--- config.mk ---
export PLATFORM = sky130hd
export DESIGN_NAME = allocation_size_class_usage_monitor_flat
export DESIGN_NICKNAME = d
export VERILOG_FILES = /design/src/rtl/core/ascum_pkg.sv /design/src/rtl/core/ascum_evt_if.sv /design/src/rtl/core/ascum_rpt_if.sv /design/src/rtl/core/ascum_dpath.sv /design/src/rtl/core/ascum_ctrl.sv /design/src/rtl/core/allocation_size_class_usage_monitor.sv /design/src/flat_wrapper.sv
export VERILOG_INCLUDE_DIRS = /design/src /design/src/rtl/core
export SDC_FILE = /design/constraint.sdc
export NUM_CORES = 1
export LEC_CHECK = 0
export ABC_AREA = 1
export BUFFER_PORTS_ARGS = -buffer_cell sky130_fd_sc_hd__clkbuf_2
export CORE_ASPECT_RATIO = 1.2
export CORE_UTILIZATION = 55
export CTS_CLUSTER_DIAMETER = 30
export DETAILED_ROUTE_END_ITERATION = 6
export PLACE_DENSITY = 0.69
export SLEW_MARGIN = 5
export SYNTH_ARGS = -nofsm -noshare
export SYNTH_HDL_FRONTEND = slang
export SYNTH_HIERARCHICAL = 1
export SYNTH_SLANG_ARGS = --single-unit
export TNS_END_PERCENT = 5
--- constraint.sdc ---
create_clock -name clk -period 19.75 [get_ports clk]
set_input_delay 3.95 -clock clk [delete_from_list [all_inputs] [get_ports clk]]
set_output_delay 3.95 -clock clk [all_outputs]
set_load 0.02 [all_outputs]
--- src/rtl/core/allocation_size_class_usage_monitor_assert.svh ---
// Assertion macros used by the allocation size-class usage monitor RTL.
`ifndef ALLOCATION_SIZE_CLASS_USAGE_MONITOR_ASSERT_SVH
`define ALLOCATION_SIZE_CLASS_USAGE_MONITOR_ASSERT_SVH

// Check that cons holds in the same cycle as ante.
`define ASCUM_ASSERT_IMP(lbl, ante, cons, msg) \
	lbl: assert property (@(posedge clk) disable iff (!arst_n) (ante) |-> (cons)) \
		else $error(msg);

// Check that cons holds in the cycle after ante.
`define ASCUM_ASSERT_NXT(lbl, ante, cons, msg) \
	lbl: assert property (@(posedge clk) disable iff (!arst_n) (ante) |=> (cons)) \
		else $error(msg);

`endif

--- src/rtl/core/ascum_pkg.sv ---
// Shared types and codes of the allocation size-class usage monitor.
package ascum_pkg;

	// Event kinds; any other code acts as a query
	localparam logic [1:0] KIND_ALLOC = 2'd0;
	localparam logic [1:0] KIND_FREE  = 2'd1;
	localparam logic [1:0] KIND_QUERY = 2'd2;

	localparam int unsigned BYTES_W = 32;
	localparam int unsigned OUT_CLS_W = 4;
	localparam int unsigned OUT_CNT_W = 16;

	typedef enum logic [1:0] {
		ST_IDLE,
		ST_LOOKUP,
		ST_UPDATE
	} ctl_state_t;

	// Controller to datapath commands
	typedef struct packed {
		logic capture;
		logic commit;
	} dp_cmd_t;

endpackage

--- src/rtl/core/ascum_evt_if.sv ---
// Event channel: valid/ready handshake carrying kind and byte size.
interface ascum_evt_if;
	logic        valid;
	logic        ready;
	logic [1:0]  kind;
	logic [31:0] size_bytes;

	modport source (output valid, kind, size_bytes, input ready);
	modport sink (input valid, kind, size_bytes, output ready);
endinterface

--- src/rtl/core/ascum_rpt_if.sv ---
// Report channel: valid/ready handshake carrying the usage figures of one event.
interface ascum_rpt_if;
	logic        valid;
	logic        ready;
	logic [31:0] total_in_use;
	logic [31:0] total_peak;
	logic [3:0]  class_index;
	logic [15:0] class_in_use;
	logic [15:0] class_peak;
	logic        total_underflow;
	logic        class_underflow;

	modport source (output valid, total_in_use, total_peak, class_index, class_in_use,
		class_peak, total_underflow, class_underflow, input ready);
	modport sink (input valid, total_in_use, total_peak, class_index, class_in_use,
		class_peak, total_underflow, class_underflow, output ready);
endinterface

--- src/rtl/core/ascum_dpath.sv ---
// Datapath: class encoder, byte totals, class counter memory and report register.
module ascum_dpath import ascum_pkg::*; #(
	parameter int unsigned NUM_CLASSES = 16,
	parameter int unsigned COUNT_BITS  = 16
) (
	input  logic                 clk,
	input  logic                 arst_n,
	input  dp_cmd_t              cmd,
	input  logic [1:0]           kind,
	input  logic [BYTES_W-1:0]   size_bytes,
	output logic [BYTES_W-1:0]   total_in_use,
	output logic [BYTES_W-1:0]   total_peak,
	output logic [OUT_CLS_W-1:0] class_index,
	output logic [OUT_CNT_W-1:0] class_in_use,
	output logic [OUT_CNT_W-1:0] class_peak,
	output logic                 total_underflow,
	output logic                 class_underflow
);

	localparam int unsigned CLS_W = $clog2(NUM_CLASSES);
	localparam logic [COUNT_BITS-1:0] CNT_MAX = '1;

	logic [1:0]              kind_q;
	logic [BYTES_W-1:0]      size_q;
	logic [CLS_W-1:0]        cls_d;
	logic [CLS_W-1:0]        cls_q;

	logic [BYTES_W-1:0]      bytes_q;
	logic [BYTES_W-1:0]      bpeak_q;

	// Each word holds {peak, count} of one class
	logic [2*COUNT_BITS-1:0] mem [NUM_CLASSES];
	logic [NUM_CLASSES-1:0]  vld_q;
	logic [2*COUNT_BITS-1:0] rd_q;
	logic                    rd_vld_q;

	logic [COUNT_BITS-1:0]   cur_cnt;
	logic [COUNT_BITS-1:0]   cur_cpeak;
	logic [BYTES_W:0]        sum;
	logic [BYTES_W-1:0]      bytes_d;
	logic [BYTES_W-1:0]      bpeak_d;
	logic [COUNT_BITS-1:0]   cnt_d;
	logic [COUNT_BITS-1:0]   cpeak_d;
	logic                    tuf_d;
	logic                    cuf_d;

	// Pick the smallest class whose power of two covers the size; larger sizes take the top class
	always_comb begin
		cls_d = CLS_W'(NUM_CLASSES - 1);
		for (int i = int'(NUM_CLASSES) - 1; i >= 0; i--) begin
			if ({1'b0, size_bytes} <= (33'd1 << i)) begin
				cls_d = CLS_W'(i);
			end
		end
	end

	// Hold the event word for the read-modify-write
	always_ff @(posedge clk) begin
		if (cmd.capture) begin
			kind_q <= kind;
			size_q <= size_bytes;
			cls_q  <= cls_d;
		end
	end

	// Class counter memory: registered read, write on commit
	always_ff @(posedge clk) begin
		if (cmd.commit) begin
			mem[cls_q] <= {cpeak_d, cnt_d};
		end
		rd_q <= mem[cls_q];
	end

	// Entries never written read as zero
	always_ff @(posedge clk or negedge arst_n) begin
		if (!arst_n) begin
			vld_q    <= '0;
			rd_vld_q <= 1'b0;
		end else begin
			if (cmd.commit) begin
				vld_q[cls_q] <= 1'b1;
			end
			rd_vld_q <= vld_q[cls_q];
		end
	end

	assign cur_cnt   = rd_vld_q ? rd_q[COUNT_BITS-1:0] : '0;
	assign cur_cpeak = rd_vld_q ? rd_q[2*COUNT_BITS-1:COUNT_BITS] : '0;
	assign sum       = {1'b0, bytes_q} + {1'b0, size_q};

	// Apply the event to the totals and the class counters
	always_comb begin
		bytes_d = bytes_q;
		bpeak_d = bpeak_q;
		cnt_d   = cur_cnt;
		cpeak_d = cur_cpeak;
		tuf_d   = 1'b0;
		cuf_d   = 1'b0;
		case (kind_q)
			KIND_ALLOC: begin
				bytes_d = sum[BYTES_W] ? '1 : sum[BYTES_W-1:0];
				if (bytes_d > bpeak_q) begin
					bpeak_d = bytes_d;
				end
				if (cur_cnt != CNT_MAX) begin
					cnt_d = cur_cnt + 1'b1;
				end
				if (cnt_d > cur_cpeak) begin
					cpeak_d = cnt_d;
				end
			end
			KIND_FREE: begin
				if (bytes_q < size_q) begin
					bytes_d = '0;
					tuf_d   = 1'b1;
				end else begin
					bytes_d = bytes_q - size_q;
				end
				if (cur_cnt == '0) begin
					cuf_d = 1'b1;
				end else begin
					cnt_d = cur_cnt - 1'b1;
				end
			end
			default: begin
			end
		endcase
	end

	// Update the byte totals
	always_ff @(posedge clk or negedge arst_n) begin
		if (!arst_n) begin
			bytes_q <= '0;
			bpeak_q <= '0;
		end else if (cmd.commit) begin
			bytes_q <= bytes_d;
			bpeak_q <= bpeak_d;
		end
	end

	// Load the report word
	always_ff @(posedge clk) begin
		if (cmd.commit) begin
			total_in_use    <= bytes_d;
			total_peak      <= bpeak_d;
			class_index     <= OUT_CLS_W'(cls_q);
			class_in_use    <= OUT_CNT_W'(cnt_d);
			class_peak      <= OUT_CNT_W'(cpeak_d);
			total_underflow <= tuf_d;
			class_underflow <= cuf_d;
		end
	end

endmodule

--- src/rtl/core/ascum_ctrl.sv ---
// Controller: sequences capture, counter lookup and commit, and owns report valid.
`include "allocation_size_class_usage_monitor_assert.svh"
module ascum_ctrl import ascum_pkg::*; (
	input  logic    clk,
	input  logic    arst_n,
	input  logic    in_valid,
	output logic    in_ready,
	output logic    out_valid,
	input  logic    out_ready,
	output dp_cmd_t cmd
);

	ctl_state_t state_q;
	ctl_state_t state_d;
	logic       out_valid_q;

	// Advance the state register
	always_ff @(posedge clk or negedge arst_n) begin
		if (!arst_n) begin
			state_q <= ST_IDLE;
		end else begin
			state_q <= state_d;
		end
	end

	// Next state and commands
	always_comb begin
		state_d     = state_q;
		in_ready    = 1'b0;
		cmd.capture = 1'b0;
		cmd.commit  = 1'b0;
		unique case (state_q)
			ST_IDLE: begin
				in_ready    = 1'b1;
				cmd.capture = in_valid;
				if (in_valid) begin
					state_d = ST_LOOKUP;
				end
			end
			ST_LOOKUP: begin
				state_d = ST_UPDATE;
			end
			ST_UPDATE: begin
				if (!out_valid_q || out_ready) begin
					cmd.commit = 1'b1;
					state_d    = ST_IDLE;
				end
			end
			default: begin
				state_d = ST_IDLE;
			end
		endcase
	end

	// Hold the report word until it is taken
	always_ff @(posedge clk or negedge arst_n) begin
		if (!arst_n) begin
			out_valid_q <= 1'b0;
		end else if (cmd.commit) begin
			out_valid_q <= 1'b1;
		end else if (out_ready) begin
			out_valid_q <= 1'b0;
		end
	end

	assign out_valid = out_valid_q;

	`ASCUM_ASSERT_IMP(a_commit_in_update, cmd.commit, state_q == ST_UPDATE, "commit outside update")
	`ASCUM_ASSERT_NXT(a_commit_sets_valid, cmd.commit, out_valid_q, "report lost after commit")
	`ASCUM_ASSERT_NXT(a_capture_to_lookup, cmd.capture, state_q == ST_LOOKUP, "capture did not start lookup")
	`ASCUM_ASSERT_IMP(a_no_overwrite, cmd.commit && out_valid_q, out_ready, "pending report overwritten")

endmodule

--- src/rtl/core/allocation_size_class_usage_monitor.sv ---
// Top level of the allocation size-class usage monitor.
// Each event word (allocate, free or query with a byte size) is handled in order: it is
// captured and its power-of-two class encoded, then that class's count and peak are read
// from the counter memory through a registered read, and last the totals are updated, the
// class entry is written back and the report register is loaded. The read-modify-write of
// the counter memory sets these steps. A new event is taken as soon as the previous one is
// written back, even while its report still waits to be taken; a write-back waits only if
// the report register is still full. Counters saturate on overflow, frees clamp at zero and
// flag underflow. Valid bits clear the class memory at reset, so no clearing pass is needed.
module allocation_size_class_usage_monitor import ascum_pkg::*; #(
	parameter int unsigned NUM_CLASSES = 16,
	parameter int unsigned COUNT_BITS  = 16
) (
	input  logic        clk,
	input  logic        arst_n,
	ascum_evt_if.sink   evt,
	ascum_rpt_if.source rpt
);

	dp_cmd_t cmd;

	ascum_ctrl u_ctrl (
		.clk       (clk),
		.arst_n    (arst_n),
		.in_valid  (evt.valid),
		.in_ready  (evt.ready),
		.out_valid (rpt.valid),
		.out_ready (rpt.ready),
		.cmd       (cmd)
	);

	ascum_dpath #(
		.NUM_CLASSES (NUM_CLASSES),
		.COUNT_BITS  (COUNT_BITS)
	) u_dpath (
		.clk             (clk),
		.arst_n          (arst_n),
		.cmd             (cmd),
		.kind            (evt.kind),
		.size_bytes      (evt.size_bytes),
		.total_in_use    (rpt.total_in_use),
		.total_peak      (rpt.total_peak),
		.class_index     (rpt.class_index),
		.class_in_use    (rpt.class_in_use),
		.class_peak      (rpt.class_peak),
		.total_underflow (rpt.total_underflow),
		.class_underflow (rpt.class_underflow)
	);

endmodule
--- src/flat_wrapper.sv ---
// flat-port wrapper written by rule: the top's interface ports become plain ports
module allocation_size_class_usage_monitor_flat import ascum_pkg::*;
#(
	parameter int unsigned NUM_CLASSES = 16,
	parameter int unsigned COUNT_BITS  = 16
)
  (clk, arst_n, evt_valid, evt_kind, evt_size_bytes, evt_ready, rpt_valid, rpt_total_in_use, rpt_total_peak, rpt_class_index, rpt_class_in_use, rpt_class_peak, rpt_total_underflow, rpt_class_underflow, rpt_ready);
  ascum_evt_if evt_i ();
  ascum_rpt_if rpt_i ();
  input  logic clk;
  input  logic arst_n;
  input wire logic [$bits(evt_i.valid)-1:0] evt_valid;
  input wire logic [$bits(evt_i.kind)-1:0] evt_kind;
  input wire logic [$bits(evt_i.size_bytes)-1:0] evt_size_bytes;
  output wire logic [$bits(evt_i.ready)-1:0] evt_ready;
  output wire logic [$bits(rpt_i.valid)-1:0] rpt_valid;
  output wire logic [$bits(rpt_i.total_in_use)-1:0] rpt_total_in_use;
  output wire logic [$bits(rpt_i.total_peak)-1:0] rpt_total_peak;
  output wire logic [$bits(rpt_i.class_index)-1:0] rpt_class_index;
  output wire logic [$bits(rpt_i.class_in_use)-1:0] rpt_class_in_use;
  output wire logic [$bits(rpt_i.class_peak)-1:0] rpt_class_peak;
  output wire logic [$bits(rpt_i.total_underflow)-1:0] rpt_total_underflow;
  output wire logic [$bits(rpt_i.class_underflow)-1:0] rpt_class_underflow;
  input wire logic [$bits(rpt_i.ready)-1:0] rpt_ready;
  assign evt_i.valid = evt_valid;
  assign evt_i.kind = evt_kind;
  assign evt_i.size_bytes = evt_size_bytes;
  assign evt_ready = evt_i.ready;
  assign rpt_valid = rpt_i.valid;
  assign rpt_total_in_use = rpt_i.total_in_use;
  assign rpt_total_peak = rpt_i.total_peak;
  assign rpt_class_index = rpt_i.class_index;
  assign rpt_class_in_use = rpt_i.class_in_use;
  assign rpt_class_peak = rpt_i.class_peak;
  assign rpt_total_underflow = rpt_i.total_underflow;
  assign rpt_class_underflow = rpt_i.class_underflow;
  assign rpt_i.ready = rpt_ready;
  allocation_size_class_usage_monitor #(.NUM_CLASSES(NUM_CLASSES), .COUNT_BITS(COUNT_BITS)) u_core (.clk(clk), .arst_n(arst_n), .evt(evt_i), .rpt(rpt_i));
endmodule
# Word level (Yosys, flattened, before mapping)
# Memories as Yosys holds them, arrays and structs flattened. A register that Yosys moved wholly into a read port is not among the register bits.
# Cells that the tools add are included.
[word_totals] regBits=224 ramBits=512 inputBits=38 word_cells=106 n_memories=1
[memory_table] name="u_core.u_dpath.mem" words=16 word_bits=32 read_ports=1 rd_ports_with_merged_regs=1 wr=1 line_no="ascum_dpath.sv:32" text="logic [2*COUNT_BITS-1:0] mem [NUM_CLASSES];"
[op_classes] add_sub_neg=4 magnitude_cmp=20 n_eq_ne=6 muxes=44 n_bitwise=1 n_reduce_logical=11
[ops] op="2-to-1 mux 32 bit" count=4
[ops] op="2-to-1 mux 16 bit" count=7
[ops] op="one-hot mux 32 bit (2 select lines)" count=1
[ops] op="adder 32 x 32 -> 33 bit" count=1
[ops] op="> comparator 32 bit" count=1
[ops] op="<= comparator 32 x 1 -> 1 bit, second input constant" count=1
[ops] op="<= comparator 32 x 10 -> 1 bit, second input constant" count=1
[ops] op="<= comparator 32 x 11 -> 1 bit, second input constant" count=1
[ops] op="<= comparator 32 x 12 -> 1 bit, second input constant" count=1
[ops] op="<= comparator 32 x 13 -> 1 bit, second input constant" count=1
[ops] op="<= comparator 32 x 14 -> 1 bit, second input constant" count=1
[ops] op="<= comparator 32 x 15 -> 1 bit, second input constant" count=1
[ops] op="<= comparator 32 x 2 -> 1 bit, second input constant" count=1
[ops] op="<= comparator 32 x 3 -> 1 bit, second input constant" count=1
[ops] op="<= comparator 32 x 4 -> 1 bit, second input constant" count=1
[ops] op="<= comparator 32 x 5 -> 1 bit, second input constant" count=1
[ops] op="<= comparator 32 x 6 -> 1 bit, second input constant" count=1
[ops] op="<= comparator 32 x 7 -> 1 bit, second input constant" count=1
[ops] op="<= comparator 32 x 8 -> 1 bit, second input constant" count=1
[ops] op="<= comparator 32 x 9 -> 1 bit, second input constant" count=1
[ops] op="< comparator 32 bit" count=1
[ops] op="one-hot mux 16 bit (2 select lines)" count=1
[ops] op="subtractor 32 bit" count=1
[ops] op="adder 16 x 1 -> 16 bit, second input constant" count=1
[ops] op="other kinds (26)" count=53

# Longest topological paths before layout
[logic_depth] word_depth=15 depth_mapped=32 mapped_depth_nobuf=29

# Hierarchy
# Netlist, hierarchy kept.
[modules_own_cells] mod="ascum_dpath" instances=1 cells_per_inst=3075 area_each_um2=35138.7 seq_area_each_um2=22246.3
[modules_own_cells] mod="ascum_ctrl" instances=1 cells_per_inst=17 area_each_um2=138.9 seq_area_each_um2=75.1

# Worst setup path after synthesis
# Ideal clock, no wire load.
[synth_path] path_type="input port to flip-flop" startpoint="input rpt_ready" endpoint="memory u_core/u_dpath/mem[10][0] (netlist bit) (enable)" setup_time_ns=0.421 arrival_ns=10.267 setup_slack_ns=9.062 stages=5 n_path_buf=1 cell_sequence="nor2_1 -> nor2_1 -> clkbuf_1 -> nand2_1 -> nor2_1"
[synth_lines] item="from (decl)" line_no="flat_wrapper.sv:24" text="input wire logic [$bits(rpt_i.ready)-1:0] rpt_ready;"
[synth_lines] item="to (decl)" line_no="ascum_dpath.sv:32"

==> PnR_summary.wiki <==
{| class="wikitable"
! Metric !! Value
|-
| Core box area || 63,300 um^2
|-
| Endpoint of the lowest-slack register-to-register path || u_core/u_dpath/mem[6][16]
|-
| Post-synthesis sequential area ratio || between 60% and 70%
|-
| Number of unique standard cell types used by synthesis || between 60 and 70
|-
| Antenna violations before repair || 2
|-
| Router iterations before antenna repair || 6
|-
| Power per Cell Area || 149 nW/um^2
|-
| Combined global-route utilization of all metal layers || 31.7%
|-
| Number of clock buffers inserted by TritonCTS || 116
|-
| CTS HTree Levels || 3
|-
| Setup TNS || 0 ps
|-
| Data required time at the worst endpoint || 20,040 ps
|-
| Maximum fanout along the worst path || a little over 70
|-
| Most frequent cells in the layout || sky130_fd_sc_hd__edfxtp_1, sky130_fd_sc_hd__nand2_1, sky130_fd_sc_hd__a22oi_1
|-
| Maximum number of pins on one net before global-route repair || between 80 and 90
|-
| Fraction of power consumed by the clock network || 34.5%
|-
| Total Wirelength || 102 mm
|-
| Clock tree from TritonCTS || yes
|-
| Static power due to leakage || roughly 0.016 uW
|-
| Share of total power in sequential cells || between 30% and 40%
|-
| Y dimension of the die || 279 um
|-
| Antenna violation net count after detailed routing || 0
|-
| Clock skew after layout || approximately 38 ps
|-
| Status || completed
|-
| Number of enable flip-flop cells after synthesis || roughly 650
|-
| Cell-internal power || approximately 3900 uW
|-
| Layout filler cell count || roughly 4,800
|-
| Headroom to the max-slew limit || 12.9%
|-
| Port bufs || approximately 140
|-
| Clock-pin slew on the worst setup and hold paths || 50 ps
|-
| Initial drt markers || 2,188
|-
| Min-Delay Path Class || flop to flop
|-
| Clock latency of the later-clocked register in the worst-skew pair || 690 ps
|-
| # clock sinks || 768
|-
| Initial Util || 55.7%
|-
| Peak Freq || between 0.15 and 0.2 GHz
|-
| Estimated wirelength of the detail-placed design || between 60 and 70 mm
|-
| Final critical-path share of the clock period || 30.6%
|-
| Row count || 101
|-
| Share of synthesized flip-flops with an asynchronous set or reset || a little over a tenth
|-
| # hold bufs at CTS || 0
|-
| Reg-to-Reg Start || u_core/u_dpath/rd_vld_q
|-
| Area delta synth->final || 16.3%
|-
| Cell chain of the critical path || clkbuf_2 -> nor2_1 -> nor2_4 -> buf_4 -> buf_4 -> buf_4
|-
| RSZ-0062 raised after global routing || false
|-
| Maximum vdd ir drop || approximately 0.10 mV
|-
| Warning count from the yosys run || 6
|-
| Net count after synthesis || 3,246
|-
| Synthesized cell area || 35,300 um^2
|-
| Via count of the first global-routing pass || 24,900
|-
| Type of element capturing the critical path || flop
|-
| Number of register bits inferred by synthesis || 768
|-
| Critical setup path kind || primary input to flop
|-
| Min-delay src || u_core/u_dpath/vld_q[10]
|-
| I/O pin total || between 100 and 150
|-
| Final design utilization || about two thirds
|-
| Average size of a mapped cell || 11.4 um^2
|-
| Net switching component of the power || 2220 uW
|-
| Endpoints failing setup || 0
|-
| Fin nets || 3,410
|-
| Layout cells sized above 1 || 17.6%
|-
| Cts repair resizes || 0
|-
| Max-slew violation count || 0
|-
| Hold Path Sink || u_core/u_dpath/vld_q[10]
|-
| Drc violations || 0
|-
| Primary flip-flop cell chosen by synthesis mapping || sky130_fd_sc_hd__edfxtp_1
|-
| Switching power share of the total || 36.3%
|-
| Reg-to-reg setup timing slack || 14,250 ps
|-
| Routed WL per cell || about 24 um
|-
| Leading cell type in the layout, fill and taps excluded || sky130_fd_sc_hd__edfxtp_1
|-
| Worst setup startpoint || rpt_ready
|-
| Overall die area || 65,200 um^2
|-
| Critical Path Slowest Stage Cell || sky130_fd_sc_hd__buf_4
|-
| Via total after detailed routing || 25,100
|-
| Number of inserted diodes || 0
|-
| Final min period || 6040 ps
|-
| Slew of the pin with the lowest slew margin || 1300 ps
|-
| Last weighted congestion value of the routability-driven placer || 0.958
|-
| Maximum Capacitance Violations || 0
|-
| Post-CTS repair timing setup buffer count || 0
|-
| Total gr overflow || 0
|-
| Library cell used as clock root buffer || sky130_fd_sc_hd__clkbuf_16
|-
| Logic depth of the worst register-to-register path || 22
|-
| Wire length of the first global-routing pass || approximately 150 mm
|-
| Power share of the combinational group || 30.7%
|-
| Number of instances in the synthesized netlist || 3,092
|-
| Max Buffers Root-to-Sink || 3
|-
| Instance count along the most critical hold path || 2
|-
| Category of the worst setup path launch point || primary input
|-
| Data arrival time at the worst-slack endpoint || 6330 ps
|-
| Maximum single-stage delay on the critical path || slightly below 800 ps
|-
| Top cell by count, worst path || sky130_fd_sc_hd__buf_4
|-
| Via density per instance || roughly 6
|-
| Overall die width || about 230 um
|-
| Number of failing hold endpoints at the final stage || 0
|}
[power groups by stage]
| stage | combinational [uW] | sequential [uW] | clock [uW] |
|---|---|---|---|
| 2_1_floorplan | 1220 | 2180 | 0 |
| 3_3_place_gp | 1830 | 2150 | 0 |
| 3_5_place_dp | 1860 | 2150 | 0 |
| 4_1_cts | 1870 | 2120 | 2130 |
| 5_1_grt | 2060 | 2140 | 2200 |
| 6_report | 1880 | 2120 | 2110 |
[cell usage after synthesis, types with 39 or more instances]
library cell,number,area share [%]
sky130_fd_sc_hd__dfrtp_1,84,6.0
sky130_fd_sc_hd__clkbuf_1,87,0.93
sky130_fd_sc_hd__edfxtp_1,652,55
sky130_fd_sc_hd__inv_1,209,2.2
sky130_fd_sc_hd__nand2_1,585,6.2
sky130_fd_sc_hd__o21ai_0,65,0.92
sky130_fd_sc_hd__a22oi_1,265,5.6
sky130_fd_sc_hd__o21ai_1,39,0.55
sky130_fd_sc_hd__nor2_1,210,2.2
sky130_fd_sc_hd__a21oi_1,246,3.5
sky130_fd_sc_hd__nand3_1,91,1.3
sky130_fd_sc_hd__ha_1,114,4.0
[critical path: cells and delay by family]
| kind | cells | cell delay (ps) |
|---|---|---|
| buffers and inverters | 4 | 2130 |
| AND/OR/NAND/NOR | 2 | 160 |
[per-stage QoR]
step	hold WS [ps]	total power (uW)	area (um^2)	setup slack (ps)	std cells
floorplan	427	3410	35300	9060	3092
global placement	445	3980	36900	13050	3962
detailed placement	449	4010	36900	12960	3962
CTS	461	6130	41000	13660	4184
global route	479	6410	41000	13520	4184
finish	461	6110	41000	13710	4184
[state kept, by name, indices dropped and copies added, names as in the netlist]
| name | count |
|---|---|
| u_core/u_dpath/mem | 512 |
| u_core/u_ctrl/state_q | 2 |
| u_core/u_dpath/rd_q | 32 |
| u_core/u_dpath/size_q | 32 |
| u_core/u_dpath/vld_q | 16 |
| u_core/u_dpath/class_underflow | 1 |
| u_core/u_dpath/class_index | 4 |
| u_core/u_dpath/kind_q | 2 |
| u_core/u_dpath/total_in_use | 32 |
| u_core/u_dpath/class_peak | 16 |
| u_core/u_dpath/rd_vld_q | 1 |
| u_core/u_dpath/total_underflow | 1 |
| u_core/u_dpath/bytes_q | 32 |
| u_core/u_ctrl/out_valid | 1 |
| u_core/u_dpath/class_in_use | 16 |
| u_core/u_dpath/total_peak | 32 |
| u_core/u_dpath/cls_q | 4 |
| u_core/u_dpath/bpeak_q | 32 |
[how the worst max path moves through the flow]
stage | end | slack, ps | depth (start not counted)
2_1_floorplan | u_core/u_dpath/mem[10][0] | 9060 | 5
3_3_place_gp | u_core/u_dpath/total_peak[14] | 13050 | 6
3_5_place_dp | u_core/u_dpath/total_peak[13] | 12960 | 6
4_1_cts | u_core/u_dpath/total_in_use[3] | 13660 | 6
5_1_grt | u_core/u_dpath/total_in_use[6] | 13520 | 6
6_report | u_core/u_dpath/total_in_use[3] | 13710 | 6
[logic make-up (layout without fill, tap and decap cells)]
logic type               Yosys count  after routing  share of synthesized area [%]
adder cells (fa/ha/maj)          116            116                           4.16
AO/OA/AOI/OAI                    709            709                           13.0
flip-flops                       768            768                           63.3
XOR/XNOR                          42             42                           1.13
buffers and inverters            367            635                           4.25
AND/OR/NAND/NOR                 1090           1090                           14.2
[cell type report]
type                    instances  area (um^2)  share of cell area (%)
repair buffers                170          926                    2.26
multi-input cells            1957        11700                    28.5
clock buffers                 132         3070                    7.47
well taps                     824         1030                    2.51
clock inverters                90         1050                    2.56
inverters                     243          921                    2.24
flip-flops and latches        768        22300                    54.4
[routing by layer]
metal | vias to the layer above | wire (um) | global-route usage, %
li1 | 11500 | - | -
met1 | 12300 | 39000 | 38.7
met2 | 994 | 51000 | 53.5
met3 | 240 | 6050 | 4.28
met4 | 0 | 6340 | 19.2
met5 | - | 0 | 0
Note: power is estimated with default switching activity, not from simulation.
